===== src/rtl/core/assert_macros.svh =====
// Assertion helpers shared by the RTL files.
`ifndef ASSERT_MACROS_SVH
`define ASSERT_MACROS_SVH

`ifndef SYNTHESIS

`define FCA_ASSERT(lbl, clk, rst_n, prop) \
	lbl: assert property (@(posedge clk) disable iff (!rst_n) (prop)) \
		else $error("assertion failed");

`define FCA_ASSERT_IMPL(lbl, clk, rst_n, ante, cons) \
	lbl: assert property (@(posedge clk) disable iff (!rst_n) (ante) |-> (cons)) \
		else $error("assertion failed");

`define FCA_ASSERT_NEXT(lbl, clk, rst_n, ante, cons) \
	lbl: assert property (@(posedge clk) disable iff (!rst_n) (ante) |=> (cons)) \
		else $error("assertion failed");

`else

`define FCA_ASSERT(lbl, clk, rst_n, prop)
`define FCA_ASSERT_IMPL(lbl, clk, rst_n, ante, cons)
`define FCA_ASSERT_NEXT(lbl, clk, rst_n, ante, cons)

`endif

`endif


===== src/rtl/core/fca_pkg.sv =====
`default_nettype none

package fca_pkg;

	localparam logic [15:0] CRC_INIT = 16'hFFFF;
	localparam logic [15:0] CRC_POLY = 16'hA001;

	localparam logic [1:0] MODE_NONE = 2'd0;
	localparam logic [1:0] MODE_CRC  = 2'd1;
	localparam logic [1:0] MODE_XOR  = 2'd2;
	localparam logic [1:0] MODE_SUM  = 2'd3;

	typedef struct packed {
		logic [7:0] out_byte;
		logic       is_checksum;
		logic       out_last;
	} fca_word_t;

	typedef struct packed {
		fca_word_t [2:0] words;
		logic [1:0]      count;
	} fca_burst_t;

	function automatic logic [15:0] crc_byte(input logic [15:0] crc, input logic [7:0] b);
		logic [15:0] c;
		c = crc ^ {8'h00, b};
		for (int k = 0; k < 8; k++) begin
			if (c[0]) begin
				c = (c >> 1) ^ CRC_POLY;
			end else begin
				c = c >> 1;
			end
		end
		return c;
	endfunction

endpackage

`default_nettype wire


===== src/rtl/core/fca_in_if.sv =====
`default_nettype none

interface fca_in_if;
	logic       valid;
	logic       ready;
	logic [7:0] data_byte;
	logic       has_byte;
	logic       frame_end;

	modport source(output valid, data_byte, has_byte, frame_end, input ready);
	modport sink(input valid, data_byte, has_byte, frame_end, output ready);
endinterface

`default_nettype wire


===== src/rtl/core/fca_out_if.sv =====
`default_nettype none

interface fca_out_if;
	logic       valid;
	logic       ready;
	logic [7:0] out_byte;
	logic       is_checksum;
	logic       out_last;

	modport source(output valid, out_byte, is_checksum, out_last, input ready);
	modport sink(input valid, out_byte, is_checksum, out_last, output ready);
endinterface

`default_nettype wire


===== src/rtl/core/fca_accum.sv =====
`default_nettype none
`include "assert_macros.svh"

module fca_accum (
	input  wire logic            clk,
	input  wire logic            arst_n,
	fca_in_if.sink               ingress,
	input  wire logic [1:0]      mode,
	output fca_pkg::fca_burst_t  burst,
	output logic                 burst_valid,
	input  wire logic            burst_take
);
	import fca_pkg::*;

	logic [15:0] crc_q;
	logic [7:0]  xor_q;
	logic [7:0]  sum_q;
	fca_burst_t  burst_s1;
	logic        valid_s1;

	logic        accept;
	logic [15:0] crc_next;
	logic [7:0]  xor_next;
	logic [7:0]  sum_next;
	fca_burst_t  burst_d;
	logic [1:0]  base;

	assign ingress.ready = !valid_s1 || burst_take;
	assign accept        = ingress.valid && ingress.ready;

	always_comb begin
		if (ingress.has_byte) begin
			crc_next = crc_byte(crc_q, ingress.data_byte);
			xor_next = xor_q ^ ingress.data_byte;
			sum_next = sum_q + ingress.data_byte;
		end else begin
			crc_next = crc_q;
			xor_next = xor_q;
			sum_next = sum_q;
		end
	end

	always_comb begin
		burst_d = '0;
		base    = {1'b0, ingress.has_byte};
		if (ingress.has_byte) begin
			burst_d.words[0] = '{out_byte: ingress.data_byte, is_checksum: 1'b0,
				out_last: ingress.frame_end && (mode == MODE_NONE)};
		end
		if (ingress.frame_end) begin
			unique case (mode)
				MODE_CRC: begin
					burst_d.words[base] = '{out_byte: crc_next[7:0], is_checksum: 1'b1,
						out_last: 1'b0};
					burst_d.words[base + 2'd1] = '{out_byte: crc_next[15:8], is_checksum: 1'b1,
						out_last: 1'b1};
					burst_d.count = base + 2'd2;
				end
				MODE_XOR: begin
					burst_d.words[base] = '{out_byte: xor_next, is_checksum: 1'b1, out_last: 1'b1};
					burst_d.count = base + 2'd1;
				end
				MODE_SUM: begin
					burst_d.words[base] = '{out_byte: sum_next, is_checksum: 1'b1, out_last: 1'b1};
					burst_d.count = base + 2'd1;
				end
				MODE_NONE: begin
					burst_d.count = base;
				end
			endcase
		end else begin
			burst_d.count = base;
		end
	end

	always_ff @(posedge clk or negedge arst_n) begin
		if (!arst_n) begin
			crc_q    <= CRC_INIT;
			xor_q    <= '0;
			sum_q    <= '0;
			valid_s1 <= 1'b0;
		end else begin
			if (accept) begin
				if (ingress.frame_end) begin
					crc_q <= CRC_INIT;
					xor_q <= '0;
					sum_q <= '0;
				end else begin
					crc_q <= crc_next;
					xor_q <= xor_next;
					sum_q <= sum_next;
				end
				valid_s1 <= (burst_d.count != 2'd0);
			end else if (burst_take) begin
				valid_s1 <= 1'b0;
			end
		end
	end

	always_ff @(posedge clk) begin
		if (accept) begin
			burst_s1 <= burst_d;
		end
	end

	assign burst       = burst_s1;
	assign burst_valid = valid_s1;

	`FCA_ASSERT_NEXT(a_reset_after_close, clk, arst_n,
		accept && ingress.frame_end, crc_q == CRC_INIT && xor_q == 8'h00 && sum_q == 8'h00)
	`FCA_ASSERT_NEXT(a_s1_holds, clk, arst_n,
		valid_s1 && !burst_take, valid_s1 && $stable(burst_s1))
	`FCA_ASSERT_IMPL(a_full_burst_order, clk, arst_n,
		valid_s1 && burst_s1.count == 2'd3,
		!burst_s1.words[0].is_checksum && burst_s1.words[1].is_checksum)

endmodule

`default_nettype wire


===== src/rtl/core/fca_emitter.sv =====
`default_nettype none
`include "assert_macros.svh"

module fca_emitter (
	input  wire logic                 clk,
	input  wire logic                 arst_n,
	input  wire fca_pkg::fca_burst_t  burst,
	input  wire logic                 burst_valid,
	output logic                      burst_take,
	fca_out_if.source                 egress
);
	import fca_pkg::*;

	fca_word_t [2:0] words_q;
	logic [1:0]      cnt_q;
	logic            take;

	assign egress.valid       = (cnt_q != 2'd0);
	assign egress.out_byte    = words_q[0].out_byte;
	assign egress.is_checksum = words_q[0].is_checksum;
	assign egress.out_last    = words_q[0].out_last;

	assign take       = egress.valid && egress.ready;
	assign burst_take = burst_valid && ((cnt_q == 2'd0) || ((cnt_q == 2'd1) && take));

	always_ff @(posedge clk or negedge arst_n) begin
		if (!arst_n) begin
			cnt_q <= '0;
		end else begin
			if (burst_take) begin
				cnt_q <= burst.count;
			end else if (take) begin
				cnt_q <= cnt_q - 2'd1;
			end
		end
	end

	always_ff @(posedge clk) begin
		if (burst_take) begin
			words_q <= burst.words;
		end else if (take) begin
			words_q[0] <= words_q[1];
			words_q[1] <= words_q[2];
		end
	end

	`FCA_ASSERT_IMPL(a_last_ends_burst, clk, arst_n,
		egress.valid && words_q[0].out_last, cnt_q == 2'd1)

endmodule

`default_nettype wire


===== src/rtl/core/frame_checksum_appender.sv =====
`default_nettype none

// Channel   Role    Word fields
// ingress   sink    data_byte[7:0], has_byte, frame_end
// egress    source  out_byte[7:0], is_checksum, out_last
// cfg       write   cfg_we, cfg_wdata[1:0] (checksum mode)
//
// One input word is taken per cycle while the input is not stalled; its result words
// (zero to three) pass through stage one into the output register and leave one per
// cycle while the output is ready. A closing word with a CRC checksum yields up to
// three output words, so the input can stall behind it.
// The CRC byte update is the longest path, between the input and the result register.
// A stalled output holds one pending burst in stage one before the input stalls.
// Reset clears the mode, the accumulators and all valid state; no clearing pass.

module frame_checksum_appender (
	input  wire logic       clk,
	input  wire logic       arst_n,
	fca_in_if.sink          ingress,
	fca_out_if.source       egress,
	input  wire logic       cfg_we,
	input  wire logic [1:0] cfg_wdata
);
	import fca_pkg::*;

	logic [1:0] mode_q;
	fca_burst_t burst;
	logic       burst_valid;
	logic       burst_take;

	always_ff @(posedge clk or negedge arst_n) begin
		if (!arst_n) begin
			mode_q <= MODE_NONE;
		end else if (cfg_we) begin
			mode_q <= cfg_wdata;
		end
	end

	fca_accum u_accum (
		.clk         (clk),
		.arst_n      (arst_n),
		.ingress     (ingress),
		.mode        (mode_q),
		.burst       (burst),
		.burst_valid (burst_valid),
		.burst_take  (burst_take)
	);

	fca_emitter u_emitter (
		.clk         (clk),
		.arst_n      (arst_n),
		.burst       (burst),
		.burst_valid (burst_valid),
		.burst_take  (burst_take),
		.egress      (egress)
	);

endmodule

`default_nettype wire

===== src/flat_wrapper.sv =====
// flat-port wrapper written by rule: the top's interface ports become plain ports
module frame_checksum_appender_flat import fca_pkg::*;
  (clk, arst_n, cfg_we, cfg_wdata, ingress_valid, ingress_data_byte, ingress_has_byte, ingress_frame_end, ingress_ready, egress_valid, egress_out_byte, egress_is_checksum, egress_out_last, egress_ready);
  fca_in_if ingress_i ();
  fca_out_if egress_i ();
  input  wire logic clk;
  input  wire logic arst_n;
  input  wire logic cfg_we;
  input  wire logic [1:0] cfg_wdata;
  input wire logic [$bits(ingress_i.valid)-1:0] ingress_valid;
  input wire logic [$bits(ingress_i.data_byte)-1:0] ingress_data_byte;
  input wire logic [$bits(ingress_i.has_byte)-1:0] ingress_has_byte;
  input wire logic [$bits(ingress_i.frame_end)-1:0] ingress_frame_end;
  output wire logic [$bits(ingress_i.ready)-1:0] ingress_ready;
  output wire logic [$bits(egress_i.valid)-1:0] egress_valid;
  output wire logic [$bits(egress_i.out_byte)-1:0] egress_out_byte;
  output wire logic [$bits(egress_i.is_checksum)-1:0] egress_is_checksum;
  output wire logic [$bits(egress_i.out_last)-1:0] egress_out_last;
  input wire logic [$bits(egress_i.ready)-1:0] egress_ready;
  assign ingress_i.valid = ingress_valid;
  assign ingress_i.data_byte = ingress_data_byte;
  assign ingress_i.has_byte = ingress_has_byte;
  assign ingress_i.frame_end = ingress_frame_end;
  assign ingress_ready = ingress_i.ready;
  assign egress_valid = egress_i.valid;
  assign egress_out_byte = egress_i.out_byte;
  assign egress_is_checksum = egress_i.is_checksum;
  assign egress_out_last = egress_i.out_last;
  assign egress_i.ready = egress_ready;
  frame_checksum_appender u_core (.clk(clk), .arst_n(arst_n), .ingress(ingress_i), .egress(egress_i), .cfg_we(cfg_we), .cfg_wdata(cfg_wdata));
endmodule

===== config.mk =====
export PLATFORM = sky130hd
export DESIGN_NAME = frame_checksum_appender_flat
export DESIGN_NICKNAME = d
export VERILOG_FILES = /design/src/rtl/core/fca_pkg.sv /design/src/rtl/core/fca_in_if.sv /design/src/rtl/core/fca_out_if.sv /design/src/rtl/core/fca_accum.sv /design/src/rtl/core/fca_emitter.sv /design/src/rtl/core/frame_checksum_appender.sv /design/src/flat_wrapper.sv
export VERILOG_INCLUDE_DIRS = /design/src /design/src/rtl/core
export SDC_FILE = /design/constraint.sdc
export NUM_CORES = 1
export LEC_CHECK = 0
export BUFFER_PORTS_ARGS = -buffer_cell sky130_fd_sc_hd__buf_2
export CAP_MARGIN = 15
export CORE_UTILIZATION = 60
export CTS_BUF_LIST = sky130_fd_sc_hd__clkbuf_4 sky130_fd_sc_hd__clkbuf_8 sky130_fd_sc_hd__clkbuf_16
export DETAILED_ROUTE_END_ITERATION = 8
export PLACE_DENSITY = 0.81
export SYNTH_ARGS = -nofsm -noshare
export SYNTH_HDL_FRONTEND = slang
export SYNTH_SLANG_ARGS = --single-unit

===== constraint.sdc =====
create_clock -name clk -period 3.7 [get_ports clk]
set_input_delay 0.37 -clock clk [delete_from_list [all_inputs] [get_ports clk]]
set_output_delay 0.37 -clock clk [all_outputs]
set_load 0.02 [all_outputs]

Yosys cells after proc, flatten, opt, wreduce, memory -nomap -nowiden:

Cells that the tools add are included.

* add/subtract/negate cells: 4
* magnitude comparators: 4
* mux-type cells: 40
* bitwise logic cells: 10
* reductions and logical operators: 17
* equality and inequality tests: 4

Operator list (number)
* $mux 16: 17
* $bwmux 30: 4
* $pmux 30 s3: 1
* $mux 10: 4
* $mux 20: 2
* $mux 8: 4
* $not 2->3: 8
* $demux 10 s2: 1
* $xor 16x8->16: 1
* $demux 10 s1: 1
* $add 8x8->8: 1
* $reduce_bool 2->1: 4
* $xor 8x8->8: 1
* $logic_and 1x1->1: 7
* $mux 2: 3
* $pmux 2 s3: 1
* $eq 2x1->1 const B: 2
* $eq 2x2->1 const B: 2
* $logic_not 2->1: 2
* $lt 1x3->1 const B: 1
* $lt 2x3->1 const B: 1
* $add 1x1->2 const B: 1
* $add 1x2->2 const B: 1
* $ge 2x1->1 const B: 1
* 6 further kinds: 8

* output and inout port bits: 12
* logic and storage cells: 104
* bits of input ports: 17
* register bits: 99

Depth between registers and ports, before layout:

Gate-level depths: netlist (run 1).

* word-level depth: 29
* gate-level depth with buffers: 10
* depth with buffers taken out: 9

By module:

From an unflattened synthesis (run 1), not the netlist that was laid out.

* cells, all modules: 443
* area total of the unflattened synthesis: 5111.2 µm²

By module, submodules not included
* fca_accum: cells each 363, instances 1, sequential area each 1776.7 µm², area an instance 3584.7 µm²
* fca_emitter: cells each 76, instances 1, sequential area each 950.9 µm², area an instance 1453.9 µm²
* frame_checksum_appender: cells each 4, instances 1, sequential area each 50.0 µm², area an instance 72.6 µm²

Worst setup path after synthesis (run 1):

Ideal clock, no wire load.

* path type: register -> register
* from: register u_core.u_emitter.cnt_q[0]
* to: register u_core.u_accum.xor_q[7]
* arrival: 2.696 ns
* library setup time: 0.085 ns
* path buffers: 2
* path slack: 0.919 ns
* period minus slack after synthesis: 2.781 ns
* required time: 3.615 ns
* cell stages (with the launch flop): 11
* path through: dfrtp_1 > inv_1 > ha_1 > a21oi_1 > nand2_1 > nand2_1 > inv_1 > clkbuf_1 > buf_1 > nand4b_1 > o21ai_0

* cells in the longest elaborated chain, start to end: 7
* elaborated cells on any way between the ends: 9
* those cells by class: 1 x eq/ne; 8 x reduce/logical

RTL lines
* start, declared: line fca_emitter.sv:15 `logic [1:0] cnt_q;`
* start signal, assigned: line fca_emitter.sv:31 `cnt_q <= burst.count;`
* start signal, assigned: line fca_emitter.sv:33 `cnt_q <= cnt_q - 2'd1;`
* $reduce_bool 2->1: line fca_emitter.sv:18 `assign egress.valid = (cnt_q != 2'd0);`
* $logic_and 1x1->1: line fca_emitter.sv:23 `assign take = egress.valid && egress.ready;`
* $logic_and 1x1->1: line fca_emitter.sv:24 `assign burst_take = burst_valid && ((cnt_q == 2'd0) || ((cnt_q == 2'd1) && take));`
* $logic_or 1x1->1 *: line fca_emitter.sv:24
* $logic_and 1x1->1 *: line fca_emitter.sv:24
* $logic_or 1x1->1 *: line fca_accum.sv:28 `assign ingress.ready = !valid_s1 || burst_take;`
* named net ingress_ready: line flat_wrapper.sv:14 `output wire logic [$bits(ingress_i.ready)-1:0] ingress_ready;`
* $logic_and 1x1->1 *: line fca_accum.sv:29 `assign accept = ingress.valid && ingress.ready;`
* named net u_core.u_accum.accept: line fca_accum.sv:21 `logic accept;`
* end signal, assigned: line fca_accum.sv:90 `xor_q <= xor_next;`
* end, declared: line fca_accum.sv:16 `logic [7:0] xor_q;`

The timed path passes the listed nets; every way through them passes the cells marked *.
A chain may end at the register's enable or synchronous reset.

Worst setup path in the final report (run 1):

* from: register u_core.u_accum.crc_q[3]
* to: register u_core.u_accum.burst_s1 (netlist bit u_core.u_accum.burst[14]), data pin

* cells in the longest elaborated chain, start to end: 21

RTL lines
* start, declared: line fca_accum.sv:15 `logic [15:0] crc_q;`
* start signal, assigned: line fca_accum.sv:89 `crc_q <= crc_next;`
* $xor 16x8->16 *: line fca_pkg.sv:26 `c = crc ^ {8'h00, b};`
* $mux 16 *: line fca_pkg.sv:28 `if (c[0]) begin`
* $mux 16 *: line fca_accum.sv:32 `if (ingress.has_byte) begin`
* $mux 16 *: line fca_pkg.sv:28
* $mux 16 *: line fca_accum.sv:32
* $not 2->3 (no source line)
* $mux 16 *: line fca_pkg.sv:28
* $mux 16 *: line fca_accum.sv:32
* [5 not listed]
* $mux 16 *: line fca_accum.sv:32
* $mux 16 *: line fca_pkg.sv:28
* $mux 16 *: line fca_accum.sv:32
* $mux 16 *: line fca_pkg.sv:28
* $mux 16 *: line fca_accum.sv:32
* $bwmux 30 *: line fca_accum.sv:53 `burst_d.words[base] = '{out_byte: crc_next[7:0], is_checksum: 1'b1,`
* $bwmux 30 *: line fca_accum.sv:55 `burst_d.words[base + 2'd1] = '{out_byte: crc_next[15:8], is_checksum: 1'b1,`
* $pmux 30 s3 *: line fca_accum.sv:51 `unique case (mode)`
* end signal, assigned: line fca_accum.sv:102 `burst_s1 <= burst_d;`
* end, declared: line fca_accum.sv:18 `fca_burst_t burst_s1;`

Every way passes the cells marked *; elsewhere a longest branch is shown, timed or not. The select of a mux whose other input is x is not followed.

==> metrics, run 1 <==
run status completed; Rows 32; post-DP HPWL 7450 um; final WL 10900 um; post-route insts no fill 576; Die Area 8730 um2; min Tclk post-route 2510 ps; RSZ-0062 raised after global routing false; period utilization 67.8%; Post-Syn Area 5020 um2; largest net degree at the start of global routing 53; share of cells above drive strength 1 20.3%; clock buffer depth 2; slack of the critical path 1190 ps; PnR Total Power 4.58 mW; Hold Path Class in -> async; post-synthesis register bit count 97; htree depth 3; Sink Count 97; maxcap violations 0; Core Area 7890 um2; Clock Latency Late Sink 370 ps; cts repair resizes 0; async set or reset register ratio after synthesis 38.1%; cell taking the most area after synthesis edfxtp_1; Worst VDD drop 0.518 mV; Worst Path Required 3820 ps; Final Setup Violations 0; most frequent cell after synthesis edfxtp_1; placed instance area 5190 um2; relative slew slack 38.9%; final clock skew 13.2 ps; Die H 93.4 um; Unique masters post-synth 47; Seq/Total Area, Yosys 54.8%; Syn Area/Cell 11.0 um2; CP Capture Type flip-flop; worst-margin pin slew 917 ps; max-slew violations 0; Mapped Cells 455; via count 3557; Inserted Diodes 0; Power per Cell Area 851 nW/um2; CP arrival 2630 ps; Fin. Hold Viols 0; EDFF count, synth 60; ANT nets after route 0; total negative slack 0 ps; Initial Util 63.6%; All-Layer GR Usage 27.6%; # IOs 29; CTS Buf Count 9; Post-CTS Setup Bufs 0; Avg Vias per Cell 6.18; drt first pass iters 5; clock tree from TritonCTS yes; Top FF cell, synth edfxtp_1; total congestion overflow 0; antenna violations before repair 0; DRT iter0 DRCs 380; Setup Slack @ Placement 1170 ps; area delta synth->final 7.23%; nets@finish 499; GP Congestion 0.922; Port Buffers 28; first-pass GRT wire length 17900 um; wire per inst 18.9 um; top cells by count, synth 60 x edfxtp_1, 48 x nand2_1, 43 x nor2_1, 35 x a21oi_1; Synth area leaders edfxtp_1 36%, dfrtp_1 10%, dfstp_2 8.4%; startpoint types flip-flop; Synth top area share 35.9%; clock root buffer clkbuf_8; Crit Path Category reg -> reg; Die W 93.4 um; Max Clock Freq 398 MHz; Crit Path Max Fanout 4; # hold bufs at CTS 0; placed cells 560; Finished Cell Area 5380 um2; syn_nets 485; Synth Warn # 0; Clk pin slew, worst setup/hold paths 100 ps; vias in the first global route 3503; leakage 2.11 nW; DRC 0
cell families (layout without fill, tap and decap cells):
family                     Yosys count  in the layout  share of synthesized area [%]
DFF                                 97             97                           54.8
adders and majority gates           13             13                           3.39
AOI/OAI and AO/OA                  114            114                           14.1
and+or+nand+nor                    120            120                           10.3
buffers and inverters               45             64                           3.97
muxes                               28             28                           6.16
xor gates and xnor gates            38             38                           7.26
flip-flops by register name (all words and copies together) (netlist names):
| register | count |
|---|---|
| u_core.mode_q | 2 |
| u_core.u_accum.burst | 31 |
| u_core.u_accum.burst_valid | 1 |
| u_core.u_accum.crc_q | 16 |
| u_core.u_accum.sum_q | 8 |
| u_core.u_accum.xor_q | 8 |
| u_core.u_emitter.cnt_q | 2 |
| u_core.u_emitter.egress.is_checksum | 1 |
| u_core.u_emitter.egress.out_byte | 8 |
| u_core.u_emitter.egress.out_last | 1 |
| u_core.u_emitter.words_q | 19 |
where the power goes:
group | internal (mW) | leakage (nW) | switching [mW]
Combinational | 0.828 | 1.01 | 1.08
Clock | 0.257 | 0.0936 | 0.398
Sequential | 1.74 | 1.01 | 0.269
routing by layer:
metal | track usage [%] | up-vias | routed length (um)
met5 | 0 | - | 0
met3 | 4.72 | 23 | 771
met1 | 38.0 | 1732 | 4680
met4 | 12.1 | 0 | 262
li1 | - | 1649 | -
met2 | 43.4 | 153 | 5190
path summary, 6_finish.rpt:
check	slack (ps)	to	startpoint	cells after the start
max	1190	u_core.u_accum.burst[14]	u_core.u_accum.crc_q[3]	7
min	130	u_core.u_accum.sum_q[2]	arst_n	1
max reg2reg	1190	u_core.u_accum.burst[14]	u_core.u_accum.crc_q[3]	7
min reg2reg	430	u_core.u_emitter.words_q[26]	u_core.u_accum.burst[28]	0
max in group asynchronous	2990	u_core.u_accum.sum_q[6]	arst_n	1
min in group clk	230	u_core.mode_q[1]	cfg_wdata[1]	2
metrics by stage:
| step | util [%] | hold WS, ps |
|---|---|---|
| 2_1_floorplan | - | 74.4 |
| 4_1_cts | 68.2 | 149 |
| 3_5_place_dp | 65.9 | 414 |
| 5_1_grt | 68.2 | 178 |
| 6_report | 68.2 | 128 |
| 3_3_place_gp | 65.9 | 400 |
cell usage in the layout (no fill, tap or decap), drive strengths merged, types with 2 or more instances in the layout:
cell / n
a21o: 2
a21oi: 35
a222oi: 3
a22oi: 9
a31oi: 6
and3: 5
buf: 37
clkbuf: 9
clkinv: 3
dfrtp: 21
dfstp: 16
edfxtp: 60
ha: 12
inv: 14
mux2: 23
mux2i: 5
nand2: 48
nand2b: 5
nand4b: 2
nor2: 44
nor2b: 3
nor3: 8
nor3b: 2
o21ai: 32
o21bai: 2
o22a: 11
o22ai: 2
o31ai: 3
xnor2: 30
xor2: 7
layout make-up:
cell class / count / area (um2)
flip-flops and latches: 97 / 2750
fillers: 589 / 2510
multi-input cells: 313 / 2070
repair buffers: 37 / 208
well taps: 102 / 128
clock buffers: 9 / 124
clock inverters: 7 / 61.3
inverters: 11 / 41.3
critical path, stage by stage (launching register included):
cell	delay, ps
dfstp_2	570
xnor2_1	140
xnor2_1	470
xnor2_1	230
xor3_2	550
nor2_2	120
xnor2_1	120
o21ai_1	70
(Power assumes the default switching activity.)
==> run 2, diff against run 1 <==
--- a/config.mk
+++ b/config.mk
@@ -6,12 +6,13 @@
 export SDC_FILE = /design/constraint.sdc
 export NUM_CORES = 1
 export LEC_CHECK = 0
+export ABC_AREA = 1
 export BUFFER_PORTS_ARGS = -buffer_cell sky130_fd_sc_hd__buf_2
 export CAP_MARGIN = 15
-export CORE_UTILIZATION = 60
+export CORE_UTILIZATION = 55
 export CTS_BUF_LIST = sky130_fd_sc_hd__clkbuf_4 sky130_fd_sc_hd__clkbuf_8 sky130_fd_sc_hd__clkbuf_16
 export DETAILED_ROUTE_END_ITERATION = 8
-export PLACE_DENSITY = 0.81
+export PLACE_DENSITY = 0.78
 export SYNTH_ARGS = -nofsm -noshare
 export SYNTH_HDL_FRONTEND = slang
 export SYNTH_SLANG_ARGS = --single-unit
==> constraint.sdc (replaced) <==
create_clock -name clk -period 2.2 [get_ports clk]
set_input_delay 0.22 -clock clk [delete_from_list [all_inputs] [get_ports clk]]
set_output_delay 0.22 -clock clk [all_outputs]
set_load 0.02 [all_outputs]
==> run 2 against run 1 <==
Power increased by 67%. Die area is 16% higher. Sequential share of layout area shrank 4.3 points. Register-to-register slack worse by 1100 ps. Sequential power increased by 66%. Via count is 21% higher. Critical endpoint is now u_core.u_accum.burst[18]. Highest routed layer unchanged.
==> metrics, run 2 <==
Post-CTS Setup Bufs 0; Die H 101 um; drt first pass iters 5; DRC 0; DRT iter0 DRCs 402; vias in the first global route 4058; Synth Area in Adders 3.18%; total negative slack 0 ps; relative slew slack 38.9%; cell taking the most area after synthesis edfxtp_1; largest net degree at the start of global routing 56; Fin. Hold Viols 0; Crit Path Max Fanout 2; most frequent cell after synthesis nand2_1; Mapped Cells 601; Die Area 10100 um2; Hold Path Class in -> reg; CP Capture Type flip-flop; Final Setup Violations 0; HP Start cfg_wdata[1]; min Tclk post-route 2100 ps; async set or reset register ratio after synthesis 38.1%; syn_nets 631; Worst R2R Start u_core.u_accum.sum_q[0]; antenna violations before repair 0; leakage 2.60 nW; clock tree from TritonCTS yes; most frequent cells in the layout 153 x nand2_1, 60 x edfxtp_1, 47 x inv_1, 41 x a21oi_1, 41 x nor2_1; worst-margin pin slew 917 ps; Synth Area in Simple Gates 20.8%; Avg Vias per Cell 5.61; ANT nets after route 0; # IOs 29; clock buffer depth 2; Crit Path Category reg -> reg; Port Buffers 28; Max Clock Freq 476 MHz; clock root buffer clkbuf_8; post-synthesis register bit count 97; first-pass GRT wire length 19500 um; Worst Hold End u_core.mode_q[1]; final WL 11800 um; area delta synth->final 9.77%; Rows 35; WHS Path Cells 3; Die W 101 um; largest family of logic cells by synthesized area simple AND/OR/NAND/NOR gates; share of cells above drive strength 1 20.3%; PnR Total Power 7.64 mW; compound-gate portion of the synthesized area 13.6%; Power per Cell Area 1300 nW/um2; FF-to-FF End u_core.u_accum.burst[18]; Top FF cell, synth edfxtp_1; Worst Path Required 2320 ps; post-DP HPWL 8600 um; EDFF count, synth 60; Sink Count 97; Syn Area/Cell 8.91 um2; Synth top area share 33.6%; via count 4295; Core Area 9330 um2; period utilization 95.5%; Seq/Total Area, Yosys 51.3%; nets@finish 662; startpoint types flip-flop; commonest non-fill, non-tap cell in the layout nand2_1; Synth area leaders edfxtp_1 34%, nand2_1 11%, dfrtp_1 9.8%; Post-Syn Area 5360 um2; max reg flops 31; RSZ-0062 raised after global routing true; All-Layer GR Usage 25.3%; Synth Warn # 0; final clock skew 13.4 ps; wire per inst 15.4 um; Clk pin slew, worst setup/hold paths 110 ps; Fillers 796; top cells by count, synth 153 x nand2_1, 60 x edfxtp_1, 47 x inv_1, 43 x a21oi_1, 43 x nor2_1; CTS Buf Count 9; htree depth 3; Unique masters post-synth 46; Inserted Diodes 0; reg2reg path depth 12; run status completed; total congestion overflow 0; CP arrival 2220 ps; maxcap violations 0; mux contribution to synthesized area 0%; Synth Area in XOR/XNOR 4.07%; Clock Latency Late Sink 370 ps; max-slew violations 0; GP Congestion 0.898; Finished Core Util 63.0%; FF-to-FF setup slack 100 ps; Initial Util 57.4%; Worst VDD drop 0.526 mV; Fin Hold WS 45.4 ps
[run 2: worst max-delay path, cell delays in order, from the launching register on]
cell and delay (ps):
dfrtp_1 400, ha_2 200, fa_2 340, nand2_1 70
inv_1 50, o21ai_2 120, nand2_1 60, nor2_1 80
o21ai_0 90, o21ai_1 110, nor3_1 70, a211oi_1 220
nor2_1 50
[run 2: layout make-up]
| class | count | area, um2 | share of cell area, % |
|---|---|---|---|
| clock buffers | 10 | 131 | 2.23 |
| clock inverters | 6 | 51.3 | 0.873 |
| inverters | 58 | 218 | 3.70 |
| multi-input cells | 417 | 2260 | 38.4 |
| flip-flops and latches | 97 | 2750 | 46.7 |
| well taps | 129 | 161 | 2.75 |
| repair buffers | 49 | 313 | 5.32 |
[run 2: worst max-delay path by stage]
stage | from | cells past startpoint | endpoint | slack (ps)
after CTS | u_core.u_accum.sum_q[0] | 12 | u_core.u_accum.burst[18] | 30
after floorplan | u_core.u_emitter.cnt_q[0] | 9 | u_core.u_accum.crc_q[6] | 150
after detailed placement | u_core.u_accum.sum_q[0] | 13 | u_core.u_accum.sum_q[6] | 10
after global placement | u_core.u_accum.sum_q[0] | 12 | u_core.u_accum.burst[18] | 30
after global routing | u_core.u_accum.sum_q[0] | 12 | u_core.u_accum.burst[18] | -90
final | u_core.u_accum.sum_q[0] | 12 | u_core.u_accum.burst[18] | 100
[run 2: cells by family (layout without fill, tap and decap cells)]
kind of cell	after synthesis	count (layout)
AOI/OAI and AO/OA	127	127
xor gates and xnor gates	21	21
adders and majority gates	13	13
buffers and inverters	87	123
DFF	97	97
and+or+nand+nor	256	256
[run 2: stage by stage]
stage | instance area (um2) | cells | worst slack [ps]
finish | 5880 | 766 | 100
global route | 5880 | 766 | -87.6
CTS | 5860 | 766 | 33.0
detailed placement | 5670 | 749 | 9.52
global placement | 5670 | 749 | 26.5
floorplan | 5360 | 601 | 147
[run 2: report_power, final]
group          internal [mW]  switching [mW]  leakage [nW]
combinational           1.10            2.09          1.49
clock                  0.438           0.676        0.0844
sequential              2.94           0.393          1.02
total                   4.48            3.16          2.60
[run 2: what timing repair did]
| item | 4_1_cts | 5_1_grt |
|---|---|---|
| endpoints found under the hold margin | 12 | 0 |
| gates resized for setup | 2 | 8 |
| pin swaps | 0 | 2 |
| hold buffers | 1 | 0 |
| setup endpoints to repair | 3 | 14 |
[run 2: per-layer routing]
metal | GRT usage, % | vias to the layer above | share of wire (%)
li1 | - | 2086 | -
met4 | 12.3 | 0 | 2.6
met5 | 0 | - | 0
met2 | 39.6 | 165 | 47
met1 | 34.4 | 2015 | 44
met3 | 4.44 | 29 | 6.4
